**src/rtl/core/otoc_pkg.sv**
```systemverilog
// ----------------------------------------------------------------------------
// otoc_pkg
// shared types and constants of the over-temperature / over-current monitor
// ----------------------------------------------------------------------------
package otoc_pkg;

    localparam int SMP_W   = 10;                 // adc sample width
    localparam int THR_W   = 10;                 // threshold register width
    localparam int STEP_W  = 8;                  // pattern step counters
    localparam int FAN_W   = 8;
    localparam int BURST_W = 2;
    localparam int ADDR_W  = 5;                  // 8 registers at 4-byte spacing
    localparam int DATA_W  = 32;

    localparam logic [THR_W-1:0]  RST_CURRENT_THR  = THR_W'(100);
    localparam logic [THR_W-1:0]  RST_TEMP_THR     = THR_W'(600);
    localparam logic [THR_W-1:0]  RST_SHUTDOWN_THR = THR_W'(560);
    localparam logic [THR_W-1:0]  RST_PWM_OFFSET   = THR_W'(550);
    localparam logic [STEP_W-1:0] RST_BEEP_ON      = STEP_W'(2);
    localparam logic [STEP_W-1:0] RST_BEEP_OFF     = STEP_W'(6);
    localparam logic [STEP_W-1:0] RST_BEEP_OFF_LNG = STEP_W'(24);
    localparam logic [STEP_W-1:0] RST_TICK_DIV     = STEP_W'(6);
    localparam logic [BURST_W-1:0] BURST_MAX       = '1;

    typedef enum logic [1:0] {
        ACT_CURRENT = 2'd0,
        ACT_TEMP    = 2'd1,
        ACT_TICK    = 2'd2,
        ACT_NONE    = 2'd3
    } t_action;

    typedef enum logic [2:0] {
        REG_CURRENT_THR  = 3'd0,
        REG_TEMP_THR     = 3'd1,
        REG_SHUTDOWN_THR = 3'd2,
        REG_PWM_OFFSET   = 3'd3,
        REG_BEEP_ON      = 3'd4,
        REG_BEEP_OFF     = 3'd5,
        REG_BEEP_OFF_LNG = 3'd6,
        REG_TICK_DIV     = 3'd7
    } t_reg_idx;

    typedef struct packed {
        logic [THR_W-1:0]  current_thr;
        logic [THR_W-1:0]  temp_thr;
        logic [THR_W-1:0]  shutdown_thr;
        logic [THR_W-1:0]  pwm_offset;
        logic [STEP_W-1:0] beep_on;
        logic [STEP_W-1:0] beep_off;
        logic [STEP_W-1:0] beep_off_long;
        logic [STEP_W-1:0] tick_div;
    } t_cfg;

    typedef struct packed {
        logic off;
        logic blink;
        logic beep;
        logic curr;
        logic heat;
    } t_flags;

    // packed so that beep_gate lands in bit 0
    typedef struct packed {
        logic             measure_request;
        logic [FAN_W-1:0] fan_pwm;
        logic             tone_select;
        logic             current_alarm;
        logic             heat_alarm;
        logic             output_disable;
        logic             blink_led;
        logic             beep_gate;
    } t_result;

    localparam int RES_W = $bits(t_result);

endpackage

```
**src/rtl/core/overtemp_overcurrent_alarm.sv**
```systemverilog
// ----------------------------------------------------------------------------
// overtemp_overcurrent_alarm
// power-supply alarm monitor for current, temperature and tick beats
//
// Each input beat (current sample, temperature sample or base tick, chosen
// by tuser) yields exactly one result beat carrying the alarm flags, beep
// and lamp state, tone pitch, fan compare value and the measure request.
// A beat is registered on entry, evaluated in a single pass of logic and
// held in an output register, so the block takes one beat per clock. Master
// valid rises once the beat has passed the input register and then the
// result register. The block stalls only when the output register is full
// and not being drained. Temperature values fall as heat rises: an alarm is
// raised below its threshold and cleared above threshold plus one. The
// stored temperature comes out of reset at full scale so nothing alarms
// before the first reading. Config registers sit on the apb port at byte
// offsets 0x00..0x1c and are meant to be written while no beat is in
// flight.
// ----------------------------------------------------------------------------
module overtemp_overcurrent_alarm (
    input  logic                        i_clk,
    input  logic                        i_rst_n,
    // slave side
    input  logic                        i_s_axis_tvalid,
    output logic                        o_s_axis_tready,
    input  logic [15:0]                 i_s_axis_tdata,   // [9:0] sample
    input  logic [1:0]                  i_s_axis_tuser,   // [1:0] action
    // master side
    output logic                        o_m_axis_tvalid,
    input  logic                        i_m_axis_tready,
    // [0] beep_gate [1] blink_led [2] output_disable [3] heat_alarm
    // [4] current_alarm [5] tone_select [13:6] fan_pwm [14] measure_request
    output logic [15:0]                 o_m_axis_tdata,
    // config port
    input  logic                        psel,
    input  logic                        penable,
    input  logic                        pwrite,
    input  logic [otoc_pkg::ADDR_W-1:0] paddr,
    input  logic [otoc_pkg::DATA_W-1:0] pwdata,
    output logic [otoc_pkg::DATA_W-1:0] prdata,
    output logic                        pready
);

    otoc_pkg::t_cfg              w_cfg;
    otoc_pkg::t_result           w_res;

    // input register
    logic                        r_in_valid;
    otoc_pkg::t_action           r_in_action;
    logic [otoc_pkg::SMP_W-1:0]  r_in_sample;

    // result register
    logic                        r_out_valid;
    otoc_pkg::t_result           r_out;

    logic                        w_advance;
    logic                        w_in_acc;

    // the held beat moves on when the result register is free or draining
    assign w_advance       = r_in_valid && (!r_out_valid || i_m_axis_tready);
    assign o_s_axis_tready = !r_in_valid || w_advance;
    assign w_in_acc        = i_s_axis_tvalid && o_s_axis_tready;

    otoc_cfg_regs u_regs (
        .i_clk   (i_clk),
        .i_rst_n (i_rst_n),
        .psel    (psel),
        .penable (penable),
        .pwrite  (pwrite),
        .paddr   (paddr),
        .pwdata  (pwdata),
        .prdata  (prdata),
        .pready  (pready),
        .o_cfg   (w_cfg)
    );

    otoc_core u_core (
        .i_clk    (i_clk),
        .i_rst_n  (i_rst_n),
        .i_step   (w_advance),
        .i_action (r_in_action),
        .i_sample (r_in_sample),
        .i_cfg    (w_cfg),
        .o_res    (w_res)
    );

    // input stage control
    always_ff @(posedge i_clk) begin
        if (!i_rst_n) begin
            r_in_valid <= 1'b0;
        end else if (o_s_axis_tready) begin
            r_in_valid <= i_s_axis_tvalid;
        end
    end

    // input stage payload, no reset needed
    always_ff @(posedge i_clk) begin
        if (w_in_acc) begin
            r_in_action <= otoc_pkg::t_action'(i_s_axis_tuser);
            r_in_sample <= i_s_axis_tdata[otoc_pkg::SMP_W-1:0];
        end
    end

    // result stage control
    always_ff @(posedge i_clk) begin
        if (!i_rst_n) begin
            r_out_valid <= 1'b0;
        end else if (w_advance) begin
            r_out_valid <= 1'b1;
        end else if (i_m_axis_tready) begin
            r_out_valid <= 1'b0;
        end
    end

    always_ff @(posedge i_clk) begin
        if (w_advance) begin
            r_out <= w_res;
        end
    end

    assign o_m_axis_tvalid = r_out_valid;
    assign o_m_axis_tdata  = {{(16 - otoc_pkg::RES_W){1'b0}}, r_out};

    // a beat taken into evaluation always shows up on the master side
    a_advance_gives_result: assert property (@(posedge i_clk) disable iff (!i_rst_n)
        w_advance |=> o_m_axis_tvalid)
        else $error("evaluated beat produced no result");

    // a result the sink has not taken blocks evaluation of the held beat
    a_no_overwrite: assert property (@(posedge i_clk) disable iff (!i_rst_n)
        (r_out_valid && !i_m_axis_tready) |-> !w_advance)
        else $error("pending result overwritten");

    // a held beat that could not advance stays in the input register
    a_hold_input: assert property (@(posedge i_clk) disable iff (!i_rst_n)
        (r_in_valid && !w_advance) |=> (r_in_valid && $stable(r_in_sample)))
        else $error("stalled input beat lost");

endmodule

```
**src/rtl/core/otoc_cfg_regs.sv**
```systemverilog
// ----------------------------------------------------------------------------
// otoc_cfg_regs
// apb register bank holding thresholds and beep pattern timing
// ----------------------------------------------------------------------------
module otoc_cfg_regs (
    input  logic                          i_clk,
    input  logic                          i_rst_n,
    input  logic                          psel,
    input  logic                          penable,
    input  logic                          pwrite,
    input  logic [otoc_pkg::ADDR_W-1:0]   paddr,
    input  logic [otoc_pkg::DATA_W-1:0]   pwdata,
    output logic [otoc_pkg::DATA_W-1:0]   prdata,
    output logic                          pready,
    output otoc_pkg::t_cfg                o_cfg
);

    otoc_pkg::t_cfg   r_cfg;
    otoc_pkg::t_cfg   n_cfg;
    otoc_pkg::t_reg_idx w_idx;
    logic             w_wr;

    assign pready = 1'b1;
    assign w_wr   = psel & penable & pwrite;
    assign w_idx  = otoc_pkg::t_reg_idx'(paddr[otoc_pkg::ADDR_W-1:2]);

    always_comb begin
        n_cfg = r_cfg;
        if (w_wr) begin
            case (w_idx)
                otoc_pkg::REG_CURRENT_THR:
                    n_cfg.current_thr   = pwdata[otoc_pkg::THR_W-1:0];
                otoc_pkg::REG_TEMP_THR:
                    n_cfg.temp_thr      = pwdata[otoc_pkg::THR_W-1:0];
                otoc_pkg::REG_SHUTDOWN_THR:
                    n_cfg.shutdown_thr  = pwdata[otoc_pkg::THR_W-1:0];
                otoc_pkg::REG_PWM_OFFSET:
                    n_cfg.pwm_offset    = pwdata[otoc_pkg::THR_W-1:0];
                otoc_pkg::REG_BEEP_ON:
                    n_cfg.beep_on       = pwdata[otoc_pkg::STEP_W-1:0];
                otoc_pkg::REG_BEEP_OFF:
                    n_cfg.beep_off      = pwdata[otoc_pkg::STEP_W-1:0];
                otoc_pkg::REG_BEEP_OFF_LNG:
                    n_cfg.beep_off_long = pwdata[otoc_pkg::STEP_W-1:0];
                otoc_pkg::REG_TICK_DIV:
                    n_cfg.tick_div      = pwdata[otoc_pkg::STEP_W-1:0];
                default: ;
            endcase
        end
    end

    always_ff @(posedge i_clk) begin
        if (!i_rst_n) begin
            r_cfg.current_thr   <= otoc_pkg::RST_CURRENT_THR;
            r_cfg.temp_thr      <= otoc_pkg::RST_TEMP_THR;
            r_cfg.shutdown_thr  <= otoc_pkg::RST_SHUTDOWN_THR;
            r_cfg.pwm_offset    <= otoc_pkg::RST_PWM_OFFSET;
            r_cfg.beep_on       <= otoc_pkg::RST_BEEP_ON;
            r_cfg.beep_off      <= otoc_pkg::RST_BEEP_OFF;
            r_cfg.beep_off_long <= otoc_pkg::RST_BEEP_OFF_LNG;
            r_cfg.tick_div      <= otoc_pkg::RST_TICK_DIV;
        end else begin
            r_cfg <= n_cfg;
        end
    end

    always_comb begin
        prdata = '0;
        case (w_idx)
            otoc_pkg::REG_CURRENT_THR:
                prdata = otoc_pkg::DATA_W'(r_cfg.current_thr);
            otoc_pkg::REG_TEMP_THR:
                prdata = otoc_pkg::DATA_W'(r_cfg.temp_thr);
            otoc_pkg::REG_SHUTDOWN_THR:
                prdata = otoc_pkg::DATA_W'(r_cfg.shutdown_thr);
            otoc_pkg::REG_PWM_OFFSET:
                prdata = otoc_pkg::DATA_W'(r_cfg.pwm_offset);
            otoc_pkg::REG_BEEP_ON:
                prdata = otoc_pkg::DATA_W'(r_cfg.beep_on);
            otoc_pkg::REG_BEEP_OFF:
                prdata = otoc_pkg::DATA_W'(r_cfg.beep_off);
            otoc_pkg::REG_BEEP_OFF_LNG:
                prdata = otoc_pkg::DATA_W'(r_cfg.beep_off_long);
            otoc_pkg::REG_TICK_DIV:
                prdata = otoc_pkg::DATA_W'(r_cfg.tick_div);
            default: prdata = '0;
        endcase
    end

    assign o_cfg = r_cfg;

endmodule

```
**src/rtl/core/otoc_core.sv**
```systemverilog
// ----------------------------------------------------------------------------
// otoc_core
// alarm state, hysteresis checks, tick divider and beep/blink pattern
// ----------------------------------------------------------------------------
module otoc_core (
    input  logic                         i_clk,
    input  logic                         i_rst_n,
    input  logic                         i_step,
    input  otoc_pkg::t_action            i_action,
    input  logic [otoc_pkg::SMP_W-1:0]   i_sample,
    input  otoc_pkg::t_cfg               i_cfg,
    output otoc_pkg::t_result            o_res
);

    logic [otoc_pkg::STEP_W-1:0]  r_tick_div,  n_tick_div;
    logic [otoc_pkg::STEP_W-1:0]  r_pat_cnt,   n_pat_cnt;
    logic [otoc_pkg::BURST_W-1:0] r_burst,     n_burst;
    logic [otoc_pkg::STEP_W-1:0]  r_off_steps, n_off_steps;
    otoc_pkg::t_flags             r_flags,     n_flags;
    logic                         r_tone,      n_tone;
    logic [otoc_pkg::SMP_W-1:0]   r_temp,      n_temp;
    logic [otoc_pkg::FAN_W-1:0]   r_fan,       n_fan;
    logic                         w_req;

    always_comb begin
        n_tick_div  = r_tick_div;
        n_pat_cnt   = r_pat_cnt;
        n_burst     = r_burst;
        n_off_steps = r_off_steps;
        n_flags     = r_flags;
        n_tone      = r_tone;
        n_temp      = r_temp;
        n_fan       = r_fan;
        w_req       = 1'b0;

        // current check runs first, so heat pitch wins when both hold
        if (i_action == otoc_pkg::ACT_CURRENT) begin
            if (i_sample < otoc_pkg::SMP_W'(i_cfg.current_thr)) begin
                n_tone = 1'b1;
                if (!n_flags.curr) begin
                    n_flags.curr = 1'b1;
                    n_pat_cnt    = i_cfg.beep_off - 1'b1;
                    n_burst      = '0;
                    n_off_steps  = i_cfg.beep_off;
                end
            end else if ({1'b0, i_sample} > ({1'b0, i_cfg.current_thr} + 1'b1)) begin
                if (n_flags.curr) begin
                    n_flags.curr = 1'b0;
                    n_flags.beep = 1'b0;
                    n_burst      = '0;
                    n_off_steps  = i_cfg.beep_off;
                end
            end
        end

        if (i_action == otoc_pkg::ACT_TEMP) begin
            n_temp = i_sample;
            n_fan  = i_sample[otoc_pkg::FAN_W-1:0] - i_cfg.pwm_offset[otoc_pkg::FAN_W-1:0];
        end

        // heat check on every defined action
        if (i_action != otoc_pkg::ACT_NONE) begin
            if (n_temp < otoc_pkg::SMP_W'(i_cfg.temp_thr)) begin
                n_tone = 1'b0;
                if (!n_flags.heat) begin
                    n_flags.heat = 1'b1;
                    n_pat_cnt    = i_cfg.beep_off - 1'b1;
                    n_burst      = '0;
                    n_off_steps  = i_cfg.beep_off;
                end
                if (n_temp < otoc_pkg::SMP_W'(i_cfg.shutdown_thr)) begin
                    n_flags.off = 1'b1;
                end
            end else if ({1'b0, n_temp} > ({1'b0, i_cfg.temp_thr} + 1'b1)) begin
                if (n_flags.heat) begin
                    n_flags.heat = 1'b0;
                    n_flags.off  = 1'b0;
                    n_flags.beep = 1'b0;
                    n_burst      = '0;
                    n_off_steps  = i_cfg.beep_off;
                end
            end
        end

        if (i_action == otoc_pkg::ACT_TICK) begin
            n_tick_div = r_tick_div + 1'b1;
            // a divide setting of zero acts as one
            if (n_tick_div >= i_cfg.tick_div) begin
                n_tick_div = '0;
                w_req      = 1'b1;
                if (n_flags.heat || n_flags.curr) begin
                    if (n_burst == otoc_pkg::BURST_MAX) begin
                        n_off_steps = i_cfg.beep_off_long;
                    end
                    if (n_pat_cnt == n_off_steps) begin
                        n_flags.blink = 1'b1;
                        n_flags.beep  = 1'b1;
                        n_pat_cnt     = '0;
                        if (n_burst != otoc_pkg::BURST_MAX) begin
                            n_burst = n_burst + 1'b1;
                        end
                    end
                    if (n_pat_cnt == i_cfg.beep_on) begin
                        n_flags.blink = 1'b0;
                        n_flags.beep  = 1'b0;
                    end
                end else if (n_pat_cnt == i_cfg.beep_on) begin
                    n_flags.beep = 1'b0;
                    n_off_steps  = i_cfg.beep_off;
                end
                n_pat_cnt = n_pat_cnt + 1'b1;
            end
        end
    end

    always_ff @(posedge i_clk) begin
        if (!i_rst_n) begin
            r_tick_div  <= '0;
            r_pat_cnt   <= '0;
            r_burst     <= '0;
            r_off_steps <= otoc_pkg::RST_BEEP_OFF;
            r_flags     <= '0;
            r_tone      <= 1'b0;
            r_temp      <= '1;
            r_fan       <= '0;
        end else if (i_step) begin
            r_tick_div  <= n_tick_div;
            r_pat_cnt   <= n_pat_cnt;
            r_burst     <= n_burst;
            r_off_steps <= n_off_steps;
            r_flags     <= n_flags;
            r_tone      <= n_tone;
            r_temp      <= n_temp;
            r_fan       <= n_fan;
        end
    end

    always_comb begin
        o_res.measure_request = w_req;
        o_res.fan_pwm         = n_fan;
        o_res.tone_select     = n_tone;
        o_res.current_alarm   = n_flags.curr;
        o_res.heat_alarm      = n_flags.heat;
        o_res.output_disable  = n_flags.off;
        o_res.blink_led       = n_flags.blink;
        o_res.beep_gate       = n_flags.beep;
    end

    // output shutdown only latches under a heat alarm
    a_off_needs_heat: assert property (@(posedge i_clk) disable iff (!i_rst_n)
        r_flags.off |-> r_flags.heat)
        else $error("output disable without heat alarm");

    // the beep never sounds once both alarms are gone
    a_beep_needs_alarm: assert property (@(posedge i_clk) disable iff (!i_rst_n)
        r_flags.beep |-> (r_flags.heat || r_flags.curr))
        else $error("beep active with no alarm");

    // a temperature beat lands in the stored temperature
    a_temp_stored: assert property (@(posedge i_clk) disable iff (!i_rst_n)
        (i_step && i_action == otoc_pkg::ACT_TEMP) |=> r_temp == $past(i_sample))
        else $error("temperature sample not stored");

endmodule

```
**config.mk**
```make
export PLATFORM = sky130hd
export DESIGN_NAME = overtemp_overcurrent_alarm
export DESIGN_NICKNAME = d
export VERILOG_FILES = /design/src/rtl/core/otoc_pkg.sv /design/src/rtl/core/overtemp_overcurrent_alarm.sv /design/src/rtl/core/otoc_cfg_regs.sv /design/src/rtl/core/otoc_core.sv
export SDC_FILE = /design/constraint.sdc
export NUM_CORES = 1
export LEC_CHECK = 0
export BUFFER_PORTS_ARGS = -buffer_cell sky130_fd_sc_hd__buf_2
export CAP_MARGIN = 20
export CORE_ASPECT_RATIO = 0.7
export CORE_MARGIN = 1
export CORE_UTILIZATION = 45
export CTS_CLUSTER_DIAMETER = 60
export DETAILED_ROUTE_END_ITERATION = 7
export PLACE_DENSITY = 0.62
export SLEW_MARGIN = 40
export SYNTH_ARGS = -nofsm -noshare
export SYNTH_HDL_FRONTEND = slang
export SYNTH_SLANG_ARGS = --single-unit
```
**constraint.sdc**
```tcl
create_clock -name i_clk -period 11.3 [get_ports i_clk]
set_input_delay 0 -clock i_clk [delete_from_list [all_inputs] [get_ports i_clk]]
set_output_delay 0 -clock i_clk [all_outputs]
set_load 0.05 [all_outputs]
```
==> results.txt, run 1 <==
Pwr Density -> 125.0 nW/µm²
Worst Setup Path Type -> reg -> reg
Row count -> 45
Clock skew -> 0.008712 ns
Commonest non-fill, non-tap cell in the layout -> nand2_1
HP Start -> i_s_axis_tdata[2]
R2r setup slk -> 4.84 ns
Peak supply drop -> 0.1065 mV
Crit-path slowest cell -> a22oi_2
Clock Tree Buf Depth -> 2
Initial Util -> 46.10%
Yosys warnings -> 0
Placed Cells -> 1441
Worst path cell trace -> nor2b_2 -> mux2_2 -> ha_1 -> nand4_1 -> a211o_1 -> a22oi_2 -> nand2_1 -> mux2i_1 -> xnor2_1 -> o31ai_4 -> and3_1 -> nor2b_1 -> ha_1 -> nand3_1 -> or3_1 -> or3_1 -> a21oi_1 -> o221a_1
Vias per cell -> 5.811
DRC -> 0
GRT overflow -> 0
Vias in the first global route -> 7904
Yosys cell types -> 82
Max-cap violations -> 0
Number of DRC markers in iteration 0 -> 940
Core Box Area -> 21790 µm²
R2R depth -> 18
Hold Crit Endpoint -> r_in_sample[2]
CTS sink count -> 151
Highest clock rate -> 0.1548 GHz
Worst-Skew Late Latency -> 0.44 ns
Setup slack after layout -> 4.841 ns
Synth Cell Area -> 10040 µm²
Via Count -> 8710
Outcome -> complete, no violations
Clock Tree Root -> clkbuf_16
Hold Path Class -> in -> reg
Max_slew headroom -> 39.21%
Post-Syn Instances -> 1164
Final core occ -> 51.25%
H-tree depth -> 4
Routed WL -> 29220 µm
LEAKAGE -> 4.424 nW
RD Place Congestion -> 0.9168
Total GRT Usage -> 26.00%
Fill cell count -> 2098
Placed Area -> 10350 µm²
Cell area after layout -> 11170 µm²
Sequential element share of the synthesized area -> 32.79%
DRT antenna net count -> 0
Share of layout cells above drive strength 1 -> 12.74%
Number of synthesized flops with an enable pin -> 27
Primary FF master, synth -> dfxtp_1
Arrival time worst endpoint -> 6.84 ns
RSZ-0062 raised after global routing -> no
Final Non-Filler Cells -> 1499
Critical path capture point type -> flop
Setup bufs post-CTS -> 0
Slew @ Worst Pin -> 0.9023 ns
Critical Path RT -> 11.68 ns
Setup TNS -> 0 ns
Full die area -> 22930 µm²
Syn_area_per_cell -> 8.629 µm²
Place WS -> 4.715 ns
Worst hold path stage count -> 2
CP max stage delay -> 0.67 ns
Io pins -> 113
Critical R2R Capture -> u_core.r_pat_cnt[6]
Yosys reg bits -> 151
Die H -> 127 µm
Port Buffer Count -> 58
Worst-path clk slew -> 0.06 ns
First-pass GRT wire length -> 45410 µm
Most frequent cells in the layout -> nand2_1, dfxtp_1, ha_1, inv_1, buf_2
CP startpoint kind -> flop
Final Max Tran Viols -> 0
Crit path time final -> 6.459 ns
Final Hold Viols -> 0
Die width -> 180.6 µm
Final setup fails -> 0
Worst-path maximum fanout -> 18
Drt pass-1 iters -> 5
WL per Instance -> 19.49 µm
Final #Nets -> 1336
Post-DP HPWL -> 21400 µm
Pin count of the biggest net entering global routing -> 72
Antenna cells -> 0
CTS tree -> done
Total CTS buffers -> 17
Initial antenna violation count -> 0
Final Cycle Share -> 57.16%
Layout overhead on the synthesized area -> 11.19%
Async SR Flop Fraction -> 0%
RR Startpoint -> r_in_action[0]
## per-stage QoR
step	hold slack, ns	total power [mW]
after floorplan	0.09887	0.8045
after global placement	0.1774	0.8552
after detailed placement	0.1788	0.8584
after CTS	0.2589	1.396
after global routing	0.2627	1.450
final	0.2724	1.396
## kinds of logic after synthesis
| group | share of synthesized area, % |
|---|---|
| AOI/OAI and AO/OA | 20.69 |
| xor gates and xnor gates | 4.447 |
| buffers and inverters | 7.113 |
| muxes | 7.399 |
| and+or+nand+nor | 18.70 |
| other | 0.07477 |
| DFF | 32.79 |
| adders and majority gates | 8.794 |
## power breakdown
part,internal [mW],switching [mW]
logic,0.0972,0.182
registers,0.565,0.0153
clock network,0.300,0.236
total,0.962,0.434
## critical path: cells and delay by family, from the launching register on
family / cells / cell delay, ns
AND/OR/NAND/NOR: 8 / 2.47
flip-flops: 1 / 0.61
AO/OA/AOI/OAI: 5 / 1.63
XOR/XNOR: 1 / 0.23
adder cells (fa/ha/maj): 2 / 0.53
multiplexers: 2 / 0.93
## per-layer routing
metal  vias to the layer above  GRT usage, %  routed length (µm)
met4                         0         5.530                 315
met2                       367         35.50               11300
met5                         -             0                   0
met1                      4139         39.38               14790
met3                        27         7.896                2813
li1                       4177             -                   -
## registers in the layout, indices dropped and copies added, names as in the netlist
| register | cells |
|---|---|
| o_m_axis_tdata | 15 |
| o_m_axis_tvalid | 1 |
| r_in_action | 2 |
| r_in_sample | 10 |
| r_in_valid | 1 |
| u_core.r_burst | 2 |
| u_core.r_fan | 8 |
| u_core.r_flags | 5 |
| u_core.r_off_steps | 8 |
| u_core.r_pat_cnt | 8 |
| u_core.r_temp | 10 |
| u_core.r_tick_div | 8 |
| u_core.r_tone | 1 |
| u_regs.o_cfg | 72 |
## how the worst max path moves through the flow
stage | from | endpoint | slack [ns] | depth (start not counted)
after global routing | r_in_action[0] | u_core.r_pat_cnt[6] | 4.39 | 20
final | r_in_action[0] | u_core.r_pat_cnt[6] | 4.84 | 18
after global placement | r_in_action[0] | u_core.r_pat_cnt[6] | 4.77 | 20
after floorplan | r_in_action[0] | u_core.r_pat_cnt[6] | 5.75 | 23
after detailed placement | r_in_action[0] | u_core.r_pat_cnt[6] | 4.71 | 20
after CTS | r_in_action[0] | u_core.r_pat_cnt[6] | 4.68 | 20
## cell usage after synthesis, types with 40 or more instances
cell type	instances	share of area [%]
a21oi_1	45	2.2
inv_1	62	2.3
a21boi_0	40	3.0
mux2i_1	45	4.5
nor2b_1	41	2.6
nand2_1	167	6.2
clkbuf_1	50	1.9
ha_1	69	8.6
nand3_1	41	2.0
nor2_1	50	1.9
dfxtp_1	124	25
o21ai_0	43	2.1
## layout make-up
class,count,area (µm²),share of cell area (%)
sequential,151,3293,29.49
clock buffer,22,475.5,4.257
multi-input combinational,879,6142,55.00
tap,282,352.8,3.159
clock inverter,10,66.31,0.5938
inverter,66,247.7,2.218
timing repair buffer,89,590.6,5.288
## timing repair
action,CTS,global route
hold endpoints to repair,79,0
hold buffers,26,0
gates resized for setup,0,0
Power figures use the tool's default switching activity.
==> inputs of run 2 (changes only) <==
Settings changed: PLACE_DENSITY 0.62 to 0.64.
Clock period 11.3 ns to 5.51 ns, I/O delays scaled along.
==> run 2 against run 1 <==
  * Core utilization grew 1.5 points
  * Hold slack worse by 0.0078 ns
  * Sequential share of layout area is 0.83 points lower
  * Via count rose by 0.85%
  * Global-route usage rose by 0.25 points
  * Register-to-register slack lost 4.6 ns
  * Largest power group is now the clock network
==> results.txt, run 2 (synthesis results as in run 1) <==
Outcome -> complete, no violations
Critical Path RT -> 5.90 ns (-5.78 ns)
Antenna cells -> 0 (unchanged)
Highest clock rate -> 0.1910 GHz (+23%)
Arrival time worst endpoint -> 5.62 ns (-1.22 ns)
Io pins -> 113 (unchanged)
H-tree depth -> 4 (unchanged)
RSZ-0062 raised after global routing -> no
Commonest non-fill, non-tap cell in the layout -> nand2_1
RR Startpoint -> u_regs.o_cfg[52]
Initial Util -> 46.10% (unchanged)
Clock group share of total power -> 40.6% (+2.2 points)
Clock skew -> 0.008684 ns (-0.00002773 ns)
Final #Nets -> 1361 (+1.9%)
Port Buffer Count -> 58 (unchanged)
Max FFs per register -> 72 (unchanged)
Worst Setup Path Type -> reg -> reg
Final Hold Viols -> 0 (unchanged)
Final setup fails -> 0 (unchanged)
Hold WS -> 0.2646 ns (-0.007776 ns)
Worst-Skew Late Latency -> 0.45 ns (about the same)
Die H -> 127 µm (unchanged)
DRC -> 0 (unchanged)
Final Max Tran Viols -> 0 (unchanged)
Via Count -> 8784 (+0.85%)
Total GRT Usage -> 26.25% (+0.25 points)
Switch share -> 30.08% (-0.98 points)
Seq pwr share -> 39.4% (-2.2 points)
Critical path capture point type -> flop
Placed Cells -> 1460 (+1.3%)
RD Place Congestion -> 0.9487 (+3.5%)
Layout overhead on the synthesized area -> 14.39%
Clock Tree Buf Depth -> 2 (unchanged)
Design Power -> 3.013 mW (+120%)
Hold Path Class -> in -> reg
Max_slew headroom -> 48.88% (+9.7 points)
CTS tree -> done
Core Box Area -> 21790 µm² (unchanged)
Vias in the first global route -> 7952 (+0.61%)
Final Non-Filler Cells -> 1524 (+1.7%)
Max-cap violations -> 0 (unchanged)
Total CTS buffers -> 17 (unchanged)
Share of layout cells above drive strength 1 -> 15.22% (+2.5 points)
Number of DRC markers in iteration 0 -> 896 (-4.7%)
CP startpoint -> u_regs.o_cfg[52]
First-pass GRT wire length -> 45710 µm (+0.67%)
CP startpoint kind -> flop
Internal -> 2.107 mW (+120%)
Die width -> 180.6 µm (unchanged)
Slew @ Worst Pin -> 0.7640 ns (-0.1384 ns)
WL per Instance -> 19.44 µm (-0.25%)
Routed WL -> 29630 µm (+1.4%)
Setup TNS -> 0 ns (unchanged)
Worst-path clk slew -> 0.06 ns (about the same)
Pin count of the biggest net entering global routing -> 93 (+29%)
Combinational share of power -> 20.0% (about the same)
Initial antenna violation count -> 0 (unchanged)
Row count -> 45 (unchanged)
Full die area -> 22930 µm² (unchanged)
Crit path time final -> 5.236 ns (-1.223 ns)
Pwr Density -> 262.2 nW/µm² (+110%)
Final Cycle Share -> 95.03% (+38 points)
GRT overflow -> 0 (unchanged)
Most frequent cells in the layout -> nand2_1, dfxtp_1, ha_1, inv_1, buf_2
Peak supply drop -> 0.2202 mV (+110%)
Switching pwr -> 0.9062 mW (+110%)
Worst-path maximum fanout -> 8 (-10)
DRT antenna net count -> 0 (unchanged)
Vias per cell -> 5.764 (-0.80%)
Drt pass-1 iters -> 5 (unchanged)
LEAKAGE -> 4.585 nW (+3.6%)
CTS sink count -> 151 (unchanged)
Post-DP HPWL -> 21990 µm (+2.8%)
Clock Tree Root -> clkbuf_16
HP Start -> i_s_axis_tdata[4]
[run 2: cell count changes in the layout (fill, tap and decap cells not counted), sizes merged]
cell,previous run,this run
bufinv,0,2
clkinvlp,1,0
dlygate4sd3,26,27
inv,67,68
buf,63,86
clkinv,8,7
[run 2: worst paths after layout]
check	cells past startpoint	slack, ns	end
max reg2reg	22	0.27	u_core.r_pat_cnt[6]
min reg2reg	2	0.46	u_regs.o_cfg[48]
max	22	0.27	u_core.r_pat_cnt[6]
min	2	0.26	r_in_sample[4]
[run 2: metal layers]
layer / vias up / track usage, % / share of wire, %
met3: 23 / 7.725 / 9.5
met1: 4168 / 40.21 / 51
met4: 0 / 6.988 / 1.1
li1: 4245 / - / -
met2: 348 / 34.79 / 38
met5: - / 0 / 0
[run 2: power by group through the flow]
| stage | clock network [mW] | registers [mW] | logic, mW |
|---|---|---|---|
| after global routing | 1.30 | 1.19 | 0.653 |
| final | 1.22 | 1.19 | 0.604 |
| after global placement | 0 | 1.21 | 0.557 |
| after CTS | 1.24 | 1.19 | 0.579 |
| after floorplan | 0 | 1.22 | 0.428 |
| after detailed placement | 0 | 1.21 | 0.562 |
[run 2: metrics by stage]
stage          util (%)  area (µm²)  setup slack [ns]
3_5_place_dp      48.19       10500            0.1650
5_1_grt           52.73       11490           0.01167
4_1_cts           52.25       11390            0.1132
2_1_floorplan         -       10130           0.05862
3_3_place_gp      48.13       10490            0.2486
6_report          52.73       11490            0.2741
[run 2: what timing repair did]
item | in CTS | in global routing
hold buffers | 27 | 0
hold endpoints to repair | 103 | 0
setup buffers | 0 | 5
endpoints found under the setup margin | 0 | 2
resized for setup | 0 | 14
[run 2: critical path: stages (launching register included)]
cell and delay [ns]:
dfxtp_1 0.51, ha_1 0.27, nand2_1 0.10, nor2_1 0.22, xnor2_1 0.15, ha_1 0.27
nand4_1 0.18, nor4_2 0.08, a211o_1 0.27, a311o_1 0.39, a2bb2oi_4 0.23, nand2_2 0.19
mux2i_4 0.32, xnor2_1 0.20, o31ai_4 0.13, and3_2 0.29, nor2b_1 0.13, ha_1 0.17
nand3_1 0.10, or3_1 0.34, or3_1 0.31, a21oi_1 0.15, o221a_1 0.18
[run 2: area by class of cell]
type | count | area (µm²)
clock buffers | 21 | 481.7
clock inverters | 11 | 132.6
fillers | 2052 | 10300
inverters | 66 | 250.2
multi-input cells | 879 | 6193
flip-flops and latches | 151 | 3293
well taps | 282 | 352.8
repair buffers | 114 | 785.8
